[config.mk]
export PLATFORM = sky130hd
export DESIGN_NAME = base64url_stream_encoder_top
export DESIGN_NICKNAME = d
export VERILOG_FILES = /design/src/hw/rtl/b64u_pkg.sv /design/src/hw/rtl/b64u_front.sv /design/src/hw/rtl/b64u_cmd_fifo.sv /design/src/hw/rtl/b64u_back.sv /design/src/hw/rtl/base64url_stream_encoder_top.sv
export SDC_FILE = /design/constraint.sdc
export NUM_CORES = 1
export LEC_CHECK = 0
export BUFFER_PORTS_ARGS = -buffer_cell sky130_fd_sc_hd__buf_2
export CAP_MARGIN = 20
export CORE_UTILIZATION = 52
export CTS_BUF_LIST = sky130_fd_sc_hd__clkbuf_4
export DETAILED_ROUTE_END_ITERATION = 10
export GPL_TIMING_DRIVEN = 0
export PLACE_DENSITY = 0.77
export SLEW_MARGIN = 20
export SYNTH_ARGS = -nofsm -noshare
export SYNTH_HDL_FRONTEND = slang
export SYNTH_SLANG_ARGS = --single-unit
[constraint.sdc]
create_clock -name clock -period 10.3 [get_ports clock]
set_input_delay 0.515 -clock clock [delete_from_list [all_inputs] [get_ports clock]]
set_output_delay 0.515 -clock clock [all_outputs]
set_load 0.02 [all_outputs]
[src/hw/rtl/b64u_pkg.sv]
// shared types, constants and the sextet alphabet for the base64url encoder
// no dependencies
`timescale 1ns / 1ps

package b64u_pkg;

   localparam int COUNT_WIDTH = 16;
   localparam int LIMIT_WIDTH = 16;
   localparam int SYM_WIDTH   = 7;
   localparam int CMD_DEPTH   = 4;
   localparam int CMD_PTR_W   = $clog2(CMD_DEPTH);

   localparam logic [1:0] MODE_DATA     = 2'd0;
   localparam logic [1:0] MODE_DATA_END = 2'd1;
   localparam logic [1:0] MODE_END      = 2'd2;

   localparam logic [LIMIT_WIDTH-1:0] LIMIT_RESET = {LIMIT_WIDTH{1'b1}};

   // one queued command: one or two results for the back end
   typedef struct packed {
      logic [SYM_WIDTH-1:0]   sym0;
      logic [SYM_WIDTH-1:0]   sym1;
      logic                   two;
      logic                   sym_valid;
      logic                   last;
      logic                   error;
      logic [COUNT_WIDTH-1:0] count;
   } b64u_cmd_type;

   typedef struct packed {
      logic full;
      logic empty;
   } b64u_fifo_status_type;

   function automatic logic [SYM_WIDTH-1:0] sextet_char(input logic [5:0] v);
      logic [SYM_WIDTH-1:0] c;
      if (v < 6'd26) begin
         c = SYM_WIDTH'(7'h41 + {1'b0, v});
      end else if (v < 6'd52) begin
         c = SYM_WIDTH'(7'h61 + {1'b0, v} - 7'd26);
      end else if (v < 6'd62) begin
         c = SYM_WIDTH'(7'h30 + {1'b0, v} - 7'd52);
      end else if (v == 6'd62) begin
         c = 7'h2d;
      end else begin
         c = 7'h5f;
      end
      return c;
   endfunction

endpackage

[src/hw/rtl/b64u_front.sv]
// front end: accepts requests, packs bits into sextets, checks the output limit
// depends on b64u_pkg
`timescale 1ns / 1ps

module b64u_front
   import b64u_pkg::*;
(
   input  logic                   clock,
   input  logic                   reset,
   input  logic                   req_valid,
   output logic                   req_ready,
   input  logic [1:0]             req_mode,
   input  logic [7:0]             req_data_byte,
   input  logic                   csr_wr_en,
   input  logic [LIMIT_WIDTH-1:0] csr_wr_data,
   input  b64u_fifo_status_type   fifo_status,
   output logic                   push,
   output b64u_cmd_type           push_cmd
);

   localparam logic [1:0] LC_ZERO = 2'd0;
   localparam logic [1:0] LC_TWO  = 2'd1;
   localparam logic [1:0] LC_FOUR = 2'd2;

   logic [LIMIT_WIDTH-1:0] limit_ff, limit_in;
   logic [3:0]             lb_ff, lb_in;
   logic [1:0]             lc_ff, lc_in;
   logic [COUNT_WIDTH-1:0] cnt_ff, cnt_in;
   logic                   abort_ff, abort_in;

   logic                   accept;
   logic                   has_byte;
   logic                   ending;
   logic [5:0]             s0, s1;
   logic [1:0]             n;
   logic [3:0]             lb_step;
   logic [1:0]             lc_step;
   logic [1:0]             need;
   logic [COUNT_WIDTH:0]   sum_need;
   logic [COUNT_WIDTH:0]   sum_n;
   logic                   over;
   logic [7:0]             b;

   assign req_ready = !fifo_status.full;
   assign accept    = req_valid && req_ready;
   assign b         = req_data_byte;
   assign has_byte  = (req_mode == MODE_DATA) || (req_mode == MODE_DATA_END);
   assign ending    = (req_mode != MODE_DATA);

   always_comb begin
      s0      = '0;
      s1      = '0;
      n       = 2'd0;
      lb_step = lb_ff;
      lc_step = lc_ff;
      case (lc_ff)
         LC_ZERO: begin
            if (has_byte) begin
               s0      = b[7:2];
               n       = 2'd1;
               lb_step = {2'b00, b[1:0]};
               lc_step = LC_TWO;
               if (ending) begin
                  s1 = {b[1:0], 4'b0000};
                  n  = 2'd2;
               end
            end
         end
         LC_TWO: begin
            if (has_byte) begin
               s0      = {lb_ff[1:0], b[7:4]};
               n       = 2'd1;
               lb_step = b[3:0];
               lc_step = LC_FOUR;
               if (ending) begin
                  s1 = {b[3:0], 2'b00};
                  n  = 2'd2;
               end
            end else begin
               s0 = {lb_ff[1:0], 4'b0000};
               n  = 2'd1;
            end
         end
         default: begin
            if (has_byte) begin
               s0      = {lb_ff, b[7:6]};
               s1      = b[5:0];
               n       = 2'd2;
               lb_step = 4'd0;
               lc_step = LC_ZERO;
            end else begin
               s0 = {lb_ff, 2'b00};
               n  = 2'd1;
            end
         end
      endcase
   end

   assign need     = n + {1'b0, ending};
   assign sum_need = {1'b0, cnt_ff} + (COUNT_WIDTH+1)'(need);
   assign sum_n    = {1'b0, cnt_ff} + (COUNT_WIDTH+1)'(n);
   assign over     = (sum_need > (COUNT_WIDTH+1)'(limit_ff)) || sum_n[COUNT_WIDTH];

   always_comb begin
      limit_in = csr_wr_en ? csr_wr_data : limit_ff;
      lb_in    = lb_ff;
      lc_in    = lc_ff;
      cnt_in   = cnt_ff;
      abort_in = abort_ff;
      push     = 1'b0;
      push_cmd.sym0      = sextet_char(s0);
      push_cmd.sym1      = sextet_char(s1);
      push_cmd.two       = (n == 2'd2);
      push_cmd.sym_valid = 1'b1;
      push_cmd.last      = ending;
      push_cmd.error     = 1'b0;
      push_cmd.count     = cnt_ff + COUNT_WIDTH'(1);
      if (accept) begin
         if (abort_ff) begin
            if (ending) begin
               lb_in    = '0;
               lc_in    = LC_ZERO;
               cnt_in   = '0;
               abort_in = 1'b0;
            end
         end else begin
            push = 1'b1;
            if (over) begin
               push_cmd.sym0      = '0;
               push_cmd.two       = 1'b0;
               push_cmd.sym_valid = 1'b0;
               push_cmd.last      = 1'b1;
               push_cmd.error     = 1'b1;
               push_cmd.count     = cnt_ff;
               abort_in           = !ending;
            end else if (n == 2'd0) begin
               push_cmd.sym0      = '0;
               push_cmd.sym_valid = 1'b0;
               push_cmd.count     = cnt_ff;
            end
            if (ending) begin
               lb_in  = '0;
               lc_in  = LC_ZERO;
               cnt_in = '0;
            end else if (!over) begin
               lb_in  = lb_step;
               lc_in  = lc_step;
               cnt_in = sum_n[COUNT_WIDTH-1:0];
            end
         end
      end
   end

   always_ff @(posedge clock) begin
      if (reset) begin
         limit_ff <= LIMIT_RESET;
         lb_ff    <= '0;
         lc_ff    <= LC_ZERO;
         cnt_ff   <= '0;
         abort_ff <= 1'b0;
      end else begin
         limit_ff <= limit_in;
         lb_ff    <= lb_in;
         lc_ff    <= lc_in;
         cnt_ff   <= cnt_in;
         abort_ff <= abort_in;
      end
   end

endmodule

[src/hw/rtl/b64u_cmd_fifo.sv]
// small command queue between the front end and the back end
// depends on b64u_pkg
`timescale 1ns / 1ps

module b64u_cmd_fifo
   import b64u_pkg::*;
(
   input  logic                 clock,
   input  logic                 reset,
   input  logic                 push,
   input  b64u_cmd_type         push_cmd,
   input  logic                 pop,
   output b64u_cmd_type         head,
   output b64u_fifo_status_type status
);

   b64u_cmd_type           mem_ff [CMD_DEPTH];
   logic [CMD_PTR_W-1:0]   wr_ptr_ff, wr_ptr_in;
   logic [CMD_PTR_W-1:0]   rd_ptr_ff, rd_ptr_in;
   logic [CMD_PTR_W:0]     fill_ff, fill_in;
   logic                   do_push;
   logic                   do_pop;

   assign status.full  = (fill_ff == (CMD_PTR_W+1)'(CMD_DEPTH));
   assign status.empty = (fill_ff == '0);
   assign do_push      = push && !status.full;
   assign do_pop       = pop && !status.empty;
   assign head         = mem_ff[rd_ptr_ff];

   always_comb begin
      wr_ptr_in = do_push ? wr_ptr_ff + CMD_PTR_W'(1) : wr_ptr_ff;
      rd_ptr_in = do_pop ? rd_ptr_ff + CMD_PTR_W'(1) : rd_ptr_ff;
      fill_in   = fill_ff;
      if (do_push && !do_pop) begin
         fill_in = fill_ff + (CMD_PTR_W+1)'(1);
      end else if (do_pop && !do_push) begin
         fill_in = fill_ff - (CMD_PTR_W+1)'(1);
      end
   end

   always_ff @(posedge clock) begin
      if (do_push) begin
         mem_ff[wr_ptr_ff] <= push_cmd;
      end
   end

   always_ff @(posedge clock) begin
      if (reset) begin
         wr_ptr_ff <= '0;
         rd_ptr_ff <= '0;
         fill_ff   <= '0;
      end else begin
         wr_ptr_ff <= wr_ptr_in;
         rd_ptr_ff <= rd_ptr_in;
         fill_ff   <= fill_in;
      end
   end

endmodule

[src/hw/rtl/b64u_back.sv]
// back end: expands queued commands into results and holds the output register
// depends on b64u_pkg
`timescale 1ns / 1ps

module b64u_back
   import b64u_pkg::*;
(
   input  logic                   clock,
   input  logic                   reset,
   input  b64u_cmd_type           head,
   input  b64u_fifo_status_type   fifo_status,
   output logic                   pop,
   output logic                   rsp_valid,
   input  logic                   rsp_ready,
   output logic [SYM_WIDTH-1:0]   rsp_symbol,
   output logic                   rsp_symbol_valid,
   output logic                   rsp_last,
   output logic                   rsp_error,
   output logic [COUNT_WIDTH-1:0] rsp_char_count
);

   logic                   valid_ff, valid_in;
   logic                   phase_ff, phase_in;
   logic [SYM_WIDTH-1:0]   sym_ff, sym_in;
   logic                   symv_ff, symv_in;
   logic                   last_ff, last_in;
   logic                   err_ff, err_in;
   logic [COUNT_WIDTH-1:0] cnt_ff, cnt_in;
   logic                   load;
   logic                   final_part;

   assign load       = (!valid_ff || rsp_ready) && !fifo_status.empty;
   assign final_part = phase_ff || !head.two;
   assign pop        = load && final_part;

   always_comb begin
      valid_in = valid_ff && !rsp_ready;
      phase_in = phase_ff;
      sym_in   = sym_ff;
      symv_in  = symv_ff;
      last_in  = last_ff;
      err_in   = err_ff;
      cnt_in   = cnt_ff;
      if (load) begin
         valid_in = 1'b1;
         phase_in = !final_part;
         sym_in   = phase_ff ? head.sym1 : head.sym0;
         symv_in  = head.sym_valid;
         last_in  = head.last && final_part;
         err_in   = head.error;
         cnt_in   = head.count + COUNT_WIDTH'(phase_ff);
      end
   end

   always_ff @(posedge clock) begin
      if (reset) begin
         valid_ff <= 1'b0;
         phase_ff <= 1'b0;
      end else begin
         valid_ff <= valid_in;
         phase_ff <= phase_in;
      end
   end

   always_ff @(posedge clock) begin
      sym_ff  <= sym_in;
      symv_ff <= symv_in;
      last_ff <= last_in;
      err_ff  <= err_in;
      cnt_ff  <= cnt_in;
   end

   assign rsp_valid        = valid_ff;
   assign rsp_symbol       = sym_ff;
   assign rsp_symbol_valid = symv_ff;
   assign rsp_last         = last_ff;
   assign rsp_error        = err_ff;
   assign rsp_char_count   = cnt_ff;

endmodule

[src/hw/rtl/base64url_stream_encoder_top.sv]
// top level of the unpadded base64url stream encoder
// depends on b64u_pkg, b64u_front, b64u_cmd_fifo, b64u_back
`timescale 1ns / 1ps
//
// usage
// request channel (req_valid/req_ready): one byte per request with a mode:
//   data, data ending the message, or an end with no byte that flushes the tail
// response channel (rsp_valid/rsp_ready): one character per response, or a
//   single marker response with symbol_valid low at an empty end or on error
// csr_wr_en/csr_wr_data set the output limit (terminator position included);
//   write it only while no message is in flight
// path: an accepted request is written into the command queue, then the back
//   end loads its first response into the response register; a second
//   character is loaded once the first has been taken
// throughput: one request per cycle enters a four-entry command queue while it
//   is not full; the response register drains one response per cycle while
//   rsp_ready is high, so a request that makes two characters holds the back
//   end for both of them (4/3 characters per byte on average)
// reset clears the message state, the queue and the response valid flag and
//   sets the limit to 65535
// a stalled receiver holds the current response; the queue keeps taking
//   requests until it fills, then req_ready drops
//

module base64url_stream_encoder_top
   import b64u_pkg::*;
(
   input  logic                   clock,
   input  logic                   reset,
   input  logic                   req_valid,
   output logic                   req_ready,
   input  logic [1:0]             req_mode,
   input  logic [7:0]             req_data_byte,
   output logic                   rsp_valid,
   input  logic                   rsp_ready,
   output logic [SYM_WIDTH-1:0]   rsp_symbol,
   output logic                   rsp_symbol_valid,
   output logic                   rsp_last,
   output logic                   rsp_error,
   output logic [COUNT_WIDTH-1:0] rsp_char_count,
   input  logic                   csr_wr_en,
   input  logic [LIMIT_WIDTH-1:0] csr_wr_data
);

   b64u_fifo_status_type fifo_status;
   b64u_cmd_type         push_cmd;
   b64u_cmd_type         head;
   logic                 push;
   logic                 pop;

   b64u_front u_front (
      .clock         (clock),
      .reset         (reset),
      .req_valid     (req_valid),
      .req_ready     (req_ready),
      .req_mode      (req_mode),
      .req_data_byte (req_data_byte),
      .csr_wr_en     (csr_wr_en),
      .csr_wr_data   (csr_wr_data),
      .fifo_status   (fifo_status),
      .push          (push),
      .push_cmd      (push_cmd)
   );

   b64u_cmd_fifo u_fifo (
      .clock    (clock),
      .reset    (reset),
      .push     (push),
      .push_cmd (push_cmd),
      .pop      (pop),
      .head     (head),
      .status   (fifo_status)
   );

   b64u_back u_back (
      .clock            (clock),
      .reset            (reset),
      .head             (head),
      .fifo_status      (fifo_status),
      .pop              (pop),
      .rsp_valid        (rsp_valid),
      .rsp_ready        (rsp_ready),
      .rsp_symbol       (rsp_symbol),
      .rsp_symbol_valid (rsp_symbol_valid),
      .rsp_last         (rsp_last),
      .rsp_error        (rsp_error),
      .rsp_char_count   (rsp_char_count)
   );

   // error marker always closes the message and carries no character
   assert property (@(posedge clock) disable iff (reset)
      rsp_valid && rsp_error |-> rsp_last && !rsp_symbol_valid)
      else $error("error response without last or with a character");

   // marker responses only end a message
   assert property (@(posedge clock) disable iff (reset)
      rsp_valid && !rsp_symbol_valid |-> rsp_last)
      else $error("marker response not marked last");

   // consecutive characters of one message count up by one
   assert property (@(posedge clock) disable iff (reset)
      (rsp_valid && rsp_ready && rsp_symbol_valid && !rsp_last
         ##1 rsp_valid && rsp_symbol_valid)
      |-> rsp_char_count == $past(rsp_char_count) + COUNT_WIDTH'(1))
      else $error("character count did not step by one");

   // the queue cannot be full and empty at once
   assert property (@(posedge clock) disable iff (reset)
      !(fifo_status.full && fifo_status.empty))
      else $error("command queue full and empty together");

endmodule

==> results of run 1 <==
[stage by stage]
step	power (mW)	instance area [um^2]	util	setup slack [ns]	hold WS [ns]
2_1_floorplan	1.55	10300	-	5.38	0.432
3_3_place_gp	1.70	10900	0.562	4.10	0.448
3_5_place_dp	1.73	11000	0.567	3.97	0.458
4_1_cts	2.43	11700	0.604	4.23	0.0185
5_1_grt	2.54	11700	0.606	3.68	0.0237
6_report	2.42	11700	0.606	4.13	0.0689
[how the worst max path moves through the flow]
stage          slack (ns)              from  cells after the start                   end
2_1_floorplan        5.38       req_mode[1]                     20   u_fifo.mem_ff[0][2]
3_3_place_gp         4.10       req_mode[1]                     21  u_fifo.mem_ff[0][15]
3_5_place_dp         3.97       req_mode[1]                     21  u_fifo.mem_ff[0][13]
4_1_cts              4.23  u_front.lc_ff[1]                     20  u_fifo.mem_ff[1][30]
5_1_grt              3.68  u_front.lc_ff[1]                     21  u_fifo.mem_ff[2][13]
6_report             4.13  u_front.lc_ff[1]                     21  u_fifo.mem_ff[1][15]
[logic make-up (layout without fill, tap and decap cells)]
family,Yosys count,after routing
AND/OR/NAND/NOR,229,229
XOR/XNOR,50,50
buffers and inverters,90,255
multiplexers,52,52
flip-flops,212,212
other,0,2
adder cells (fa/ha/maj),44,44
AO/OA/AOI/OAI,146,146
[power breakdown]
| part | leakage, nW | internal [mW] | switching [mW] |
|---|---|---|---|
| Sequential | 1.91 | 1.09 | 0.0354 |
| Clock | 0.427 | 0.371 | 0.334 |
| Combinational | 2.03 | 0.238 | 0.353 |
| Total | 4.37 | 1.70 | 0.723 |
[cell usage in the layout (no fill, tap or decap), drive strengths merged, types with 8 or more instances in the layout]
cell type | netlist | layout
a21oi | 45 | 45
a31oi | 8 | 8
and2 | 12 | 12
buf | 15 | 77
clkbuf | 28 | 112
clkinv | 1 | 18
dfxtp | 50 | 50
edfxtp | 162 | 162
ha | 41 | 41
inv | 46 | 47
mux2 | 13 | 13
mux4 | 34 | 34
nand2 | 70 | 70
nand3 | 21 | 21
nand4 | 16 | 16
nor2 | 47 | 47
nor3 | 16 | 16
o211ai | 22 | 22
o21ai | 22 | 22
o31ai | 9 | 9
or4 | 10 | 10
xnor2 | 35 | 35
xor2 | 15 | 15
[metal layers]
| layer | up-vias | share of wire |
|---|---|---|
| met5 | - | 0 |
| met3 | 47 | 0.062 |
| met1 | 3339 | 0.44 |
| li1 | 3371 | - |
| met4 | 0 | 0.021 |
| met2 | 259 | 0.48 |
[Yosys cell counts, drive strengths merged (21+ instances only)]
library cell / number / area, um^2
clkbuf: 28 / 105
a21oi: 45 / 225
o21ai: 22 / 110
edfxtp: 162 / 4860
ha: 41 / 513
inv: 46 / 173
xnor2: 35 / 307
nand2: 70 / 263
o211ai: 22 / 165
dfxtp: 50 / 1000
mux4: 34 / 766
nor2: 47 / 179
nand3: 21 / 105
[worst max-delay path, cell delays in order, from the launching register on]
cell and delay, ns:
dfxtp_1 0.35, clkbuf_1 0.30, clkbuf_1 0.38, nor2_1 0.09, nor2_1 0.17, nor2_1 0.10
ha_1 0.21, xnor2_1 0.26, inv_1 0.10, fa_1 0.41, buf_2 0.18, nor3_1 0.28
xor2_1 0.13, ha_1 0.34, nand4_1 0.14, or4_1 0.55, a21oi_1 0.17, nand4_1 0.25
a21oi_1 0.53, clkbuf_1 0.35, o21ai_0 0.15, xnor2_1 0.46
[registers in the layout (all words and copies together), names as in the netlist, named ones only]
name / cells
u_front.limit_ff: 16
u_back.rsp_error: 1
u_fifo.rd_ptr_ff: 2
u_front.abort_ff: 1
u_back.rsp_char_count: 16
u_front.lc_ff: 2
u_fifo.mem_ff: 136
u_fifo.fill_ff: 3
u_fifo.wr_ptr_ff: 2
u_back.rsp_valid: 1
u_front.cnt_ff: 16
u_back.rsp_last: 1
u_back.phase_ff: 1
u_back.rsp_symbol_valid: 1
u_back.rsp_symbol: 7
u_front.lb_ff: 4
[cell type report]
type	count	share of cell area
Sequential cell	212	0.499
Multi-Input combinational cell	521	0.346
Clock buffer	83	0.0530
Timing Repair Buffer	63	0.0349
Tap cell	265	0.0282
Buffer	43	0.0154
Inverter	47	0.0150
Clock inverter	19	0.00735
Antenna cell	2	0.000426
==> flow_metrics.env, run 1 <==
export IMPL_outcome="finished with violations"
export IMPL_violations="DRC"
export IMPL_rr_startpoint="u_front.lc_ff[1]"
export IMPL_synth_simple_area_share=0.112
export IMPL_grt_use_met2=0.353
export IMPL_synthArstFlopShare=0
export IMPL_critPathMaxFanout=10
export IMPL_synthAdderAreaFrac=0.0557
export IMPL_irDropWorstVdd_mv=0.0913
export IMPL_seqCellArea_um2=5870
export IMPL_cts_setup_buffers=0
export IMPL_die_x_um=143
export IMPL_r2r_cells=21
export IMPL_fillers=1564
export IMPL_start_util=0.530
export IMPL_root_buffer="clkbuf_4"
export IMPL_cp_required_ns=10.70
export IMPL_yosys_most_used_dff="edfxtp_1"
export IMPL_dp_hpwl_mm=14.6
export IMPL_cts_buffers_inserted=54
export IMPL_cts_tree="done"
export IMPL_multi_input_area_um2=4070
export IMPL_cts_htree_levels=2
export IMPL_nets=1017
export IMPL_muxShareOfSynthArea=0.0936
export IMPL_rows=51
export IMPL_clk_pin_slew_ns=0.07
export IMPL_drcViolationCount=2
export IMPL_clk_path_buf_depth=3
export IMPL_drt_iter0_markers=548
export IMPL_ys_types=61
export IMPL_grt_usage=0.216
export IMPL_synth_nets=898
export IMPL_numPlacedInstances=1150
export IMPL_clkLatencyLatePin_ns=0.67
export IMPL_crit_path_end_kind="flop"
export IMPL_hold_path_class="in2reg"
export IMPL_place_congestion=0.883
export IMPL_hold_path_end="u_front.limit_ff[10]"
export IMPL_syn_inst=823
export IMPL_synth_edf_count=162
export IMPL_setup_tns_ns=0
export IMPL_cts_sinks=212
export IMPL_cts_resized=0
export IMPL_rsz0062_at_grt="false"
export IMPL_num_io_pins=59
export IMPL_post_route_min_period_ns=6.17
export IMPL_synth_seq_cells=212
export IMPL_wl_mm=21.2
export IMPL_first_global_vias=6778
export IMPL_die_height_um=143
export IMPL_r2r_end="u_fifo.mem_ff[1][15]"
export IMPL_num_vias=7016
export IMPL_critical_path_class="reg2reg"
export IMPL_ctsHoldBuffers=0
export IMPL_area_delta_synth_final_pct=14.2
export IMPL_p_per_area_nw_per_um2=206
export IMPL_grt_use_met1=0.284
export IMPL_avgSynthCellArea_um2=12.5
export IMPL_grt_util_met3=0.0439
export IMPL_finClkSkew_ns=0.0298
export IMPL_crit_path_start_kind="flop"
export IMPL_max_slew_worst_pin_slew_ns=0.924
export IMPL_synth_xor_area_frac=0.0426
export IMPL_synth_area_um2=10300
export IMPL_period_share=0.599
export IMPL_arrival_ns=6.57
export IMPL_routedWlPerCell_um=16.9
export IMPL_power_leakage_nw=4.37
export IMPL_ff2ff_setup_slack_ns=4.13
export IMPL_antenna_found_initial=1
export IMPL_viasPerCell=5.59
export IMPL_firstDrtPassIters=9
export IMPL_busiest_layer="met2"
export IMPL_dieArea_um2=20300
export IMPL_grt_pass1_wl_mm=34.0
export IMPL_yosysWarnings=0
export IMPL_drv_slew=0
export IMPL_synth_top_family_by_area="simple AND/OR/NAND/NOR gates"
export IMPL_coreArea_um2=19400
export IMPL_max_freq_ghz=0.162
export IMPL_grt_overflow=0
export IMPL_hold_violations=0
export IMPL_instances_no_fill=1255
export IMPL_cap_violations=0
export IMPL_ys_seq_area_frac=0.570
export IMPL_numPortBuffers=58
export IMPL_postRouteAntennaNets=0
export IMPL_drive_above_1_share=0.227
export IMPL_hold_start="csr_wr_data[10]"
export IMPL_holdPathStages=3
export IMPL_setup_viol=0
export IMPL_relSlewSlack=0.384
export IMPL_synth_compound_area_share=0.0912
export IMPL_grt_max_degree=28
No activity file was read; power rests on OpenSTA's default activity.
==> inputs of run 2 (changes only) <==
==> constraint.sdc (replaced) <==
create_clock -name clock -period 6.1 [get_ports clock]
set_input_delay 0.305 -clock clock [delete_from_list [all_inputs] [get_ports clock]]
set_output_delay 0.305 -clock clock [all_outputs]
set_load 0.02 [all_outputs]
==> run 2 against run 1 <==
  * The flow still finishes with violations (DRC)
  * Die area did not move
  * Cell count rose by 1.8%
  * Design area grew 2.3%
  * Sequential power grew 69%
  * Maximum frequency increased by 7.2%
  * Clock skew increased by 0.0018 ns
  * Critical endpoint is now u_fifo.mem_ff[0][32]
  * Clock power grew 69%
  * Non-clock buffer count is 22 higher
  * Flip-flop and latch count did not move
  * Core utilization rose by 1.4 points
==> flow_metrics.env, run 2 (synthesized netlist as in run 1, its figures left out) <==
export IMPL_outcome="finished with violations"
export IMPL_violations="DRC"
export IMPL_power_net_switching_mw=1.23
export IMPL_max_freq_ghz=0.174
export IMPL_seq_power_share=0.462
export IMPL_rsz0062_at_grt="false"
export IMPL_post_route_min_period_ns=5.76
export IMPL_postRouteAntennaNets=0
export IMPL_antenna_found_initial=1
export IMPL_die_height_um=143
export IMPL_grt_usage=0.221
export IMPL_die_x_um=143
export IMPL_comb_power_share=0.247
export IMPL_fillers=1519
export IMPL_p_per_area_nw_per_um2=341
export IMPL_nets=1039
export IMPL_num_io_pins=59
export IMPL_cts_htree_levels=2
export IMPL_p_int_mw=2.87
export IMPL_cts_buffers_inserted=54
export IMPL_drv_slew=0
export IMPL_fin_util=0.620
export IMPL_cap_violations=0
export IMPL_start_util=0.530
export IMPL_area_delta_synth_final_pct=16.9
export IMPL_root_buffer="clkbuf_4"
export IMPL_period_share=0.944
export IMPL_drive_above_1_share=0.229
export IMPL_netSwitchingFraction=0.299
export IMPL_firstDrtPassIters=9
export IMPL_mostFrequentLayoutCells="edfxtp_1 (162), clkbuf_4 (83), nand2_1 (70)"
export IMPL_dp_hpwl_mm=14.6
export IMPL_crit_path_end_kind="flop"
export IMPL_num_vias=7152
export IMPL_clk_pin_slew_ns=0.07
export IMPL_final_area_um2=12000
export IMPL_rows=51
export IMPL_first_global_vias=6981
export IMPL_irDropWorstVdd_mv=0.154
export IMPL_power_frac_clock=0.291
export IMPL_relSlewSlack=0.385
export IMPL_placed_area_um2=11000
export IMPL_clk_path_buf_depth=3
export IMPL_numPlacedInstances=1150
export IMPL_cts_sinks=212
export IMPL_max_slew_worst_pin_slew_ns=0.923
export IMPL_hold_violations=0
export IMPL_drcViolationCount=2
export IMPL_power_leakage_nw=4.51
export IMPL_grt_overflow=0
export IMPL_critical_path_class="reg2reg"
export IMPL_instances_no_fill=1277
export IMPL_grt_max_degree=28
export IMPL_total_power_mw=4.10
export IMPL_hold_path_class="in2reg"
export IMPL_grt_pass1_wl_mm=34.8
export IMPL_viasPerCell=5.60
export IMPL_numPortBuffers=58
export IMPL_layout_commonest_cell="edfxtp_1"
export IMPL_place_congestion=0.883
export IMPL_coreArea_um2=19400
export IMPL_regMostFlops="u_fifo.mem_ff"
export IMPL_finClkSkew_ns=0.0316
export IMPL_setup_viol=0
export IMPL_cts_setup_buffers=0
export IMPL_cp_required_ns=6.45
export IMPL_largest_reg_flops=136
export IMPL_wl_mm=21.6
export IMPL_arrival_ns=6.10
export IMPL_crit_path_start_kind="flop"
export IMPL_drt_iter0_markers=575
export IMPL_clkLatencyLatePin_ns=0.67
export IMPL_critPathMaxFanout=10
export IMPL_dieArea_um2=20300
export IMPL_routedWlPerCell_um=16.9
export IMPL_cts_tree="done"
[run 2: changes by cell type in the layout (fill, tap and decap cells not counted), sizes merged]
cell and change:
clkbuf -1, dlygate4sd3 +23
[run 2: what timing repair did]
action	4_1_cts	5_1_grt
endpoints found under the hold margin	22	0
hold buffers	23	0
resized for setup	0	9
setup endpoints to repair	0	88
[run 2: critical path, stage by stage (launching register included)]
cell	delay, ns
dfxtp_1	0.30
clkbuf_1	0.21
buf_2	0.25
nor3_2	0.35
nor2_1	0.12
ha_1	0.21
xnor2_1	0.26
inv_1	0.10
fa_1	0.41
buf_2	0.18
nor3_1	0.27
xor2_1	0.13
ha_1	0.34
nand4_1	0.14
or4_1	0.55
a21oi_1	0.17
nand4_1	0.31
a21oi_4	0.34
nor2_2	0.17
a211oi_1	0.64
[run 2: power groups by stage]
| stage | combinational (mW) | clock, mW | sequential [mW] |
|---|---|---|---|
| 2_1_floorplan | 0.568 | 0 | 2.05 |
| 3_3_place_gp | 0.943 | 0 | 1.93 |
| 3_5_place_dp | 0.984 | 0 | 1.93 |
| 4_1_cts | 1.00 | 1.22 | 1.90 |
| 5_1_grt | 1.10 | 1.30 | 1.91 |
| 6_report | 1.01 | 1.19 | 1.89 |
[run 2: per-stage QoR]
| step | setup WS, ns | hold slack (ns) | setup TNS (ns) |
|---|---|---|---|
| detailed placement | -0.0209 | 0.458 | -0.164 |
| global placement | 0.105 | 0.448 | 0 |
| global route | 0.0384 | 0.0370 | 0 |
| finish | 0.342 | 0.0622 | 0 |
| CTS | 0.0342 | 0.0179 | 0 |
| floorplan | 1.21 | 0.431 | 0 |
[run 2: layout make-up]
class / count / area [um^2] / share of cell area
multi-input cells: 521 / 4110 / 0.342
diodes: 2 / 5.00 / 0.000416
flip-flops and latches: 212 / 5870 / 0.488
repair buffers: 86 / 641 / 0.0533
well taps: 265 / 332 / 0.0276
inverters: 47 / 176 / 0.0147
plain buffers: 42 / 179 / 0.0149
clock buffers: 83 / 623 / 0.0518
clock inverters: 19 / 86.3 / 0.00718
[run 2: final timing paths]
check	end	slack (ns)	cells past startpoint	from
worst max-delay path	u_fifo.mem_ff[0][32]	0.34	19	u_front.lc_ff[0]
worst min-delay path	u_front.limit_ff[4]	0.06	3	reset
worst max register to register	u_fifo.mem_ff[0][32]	0.34	19	u_front.lc_ff[0]
worst min register to register	u_front.lb_ff[3]	0.47	2	u_front.lb_ff[3]
[run 2: metal layers]
layer,GRT usage,vias up,share of wire
met5,0,-,0
met2,0.366,269,0.48
met1,0.287,3431,0.44
met4,0.0821,0,0.017
li1,-,3410,-
met3,0.0443,42,0.062
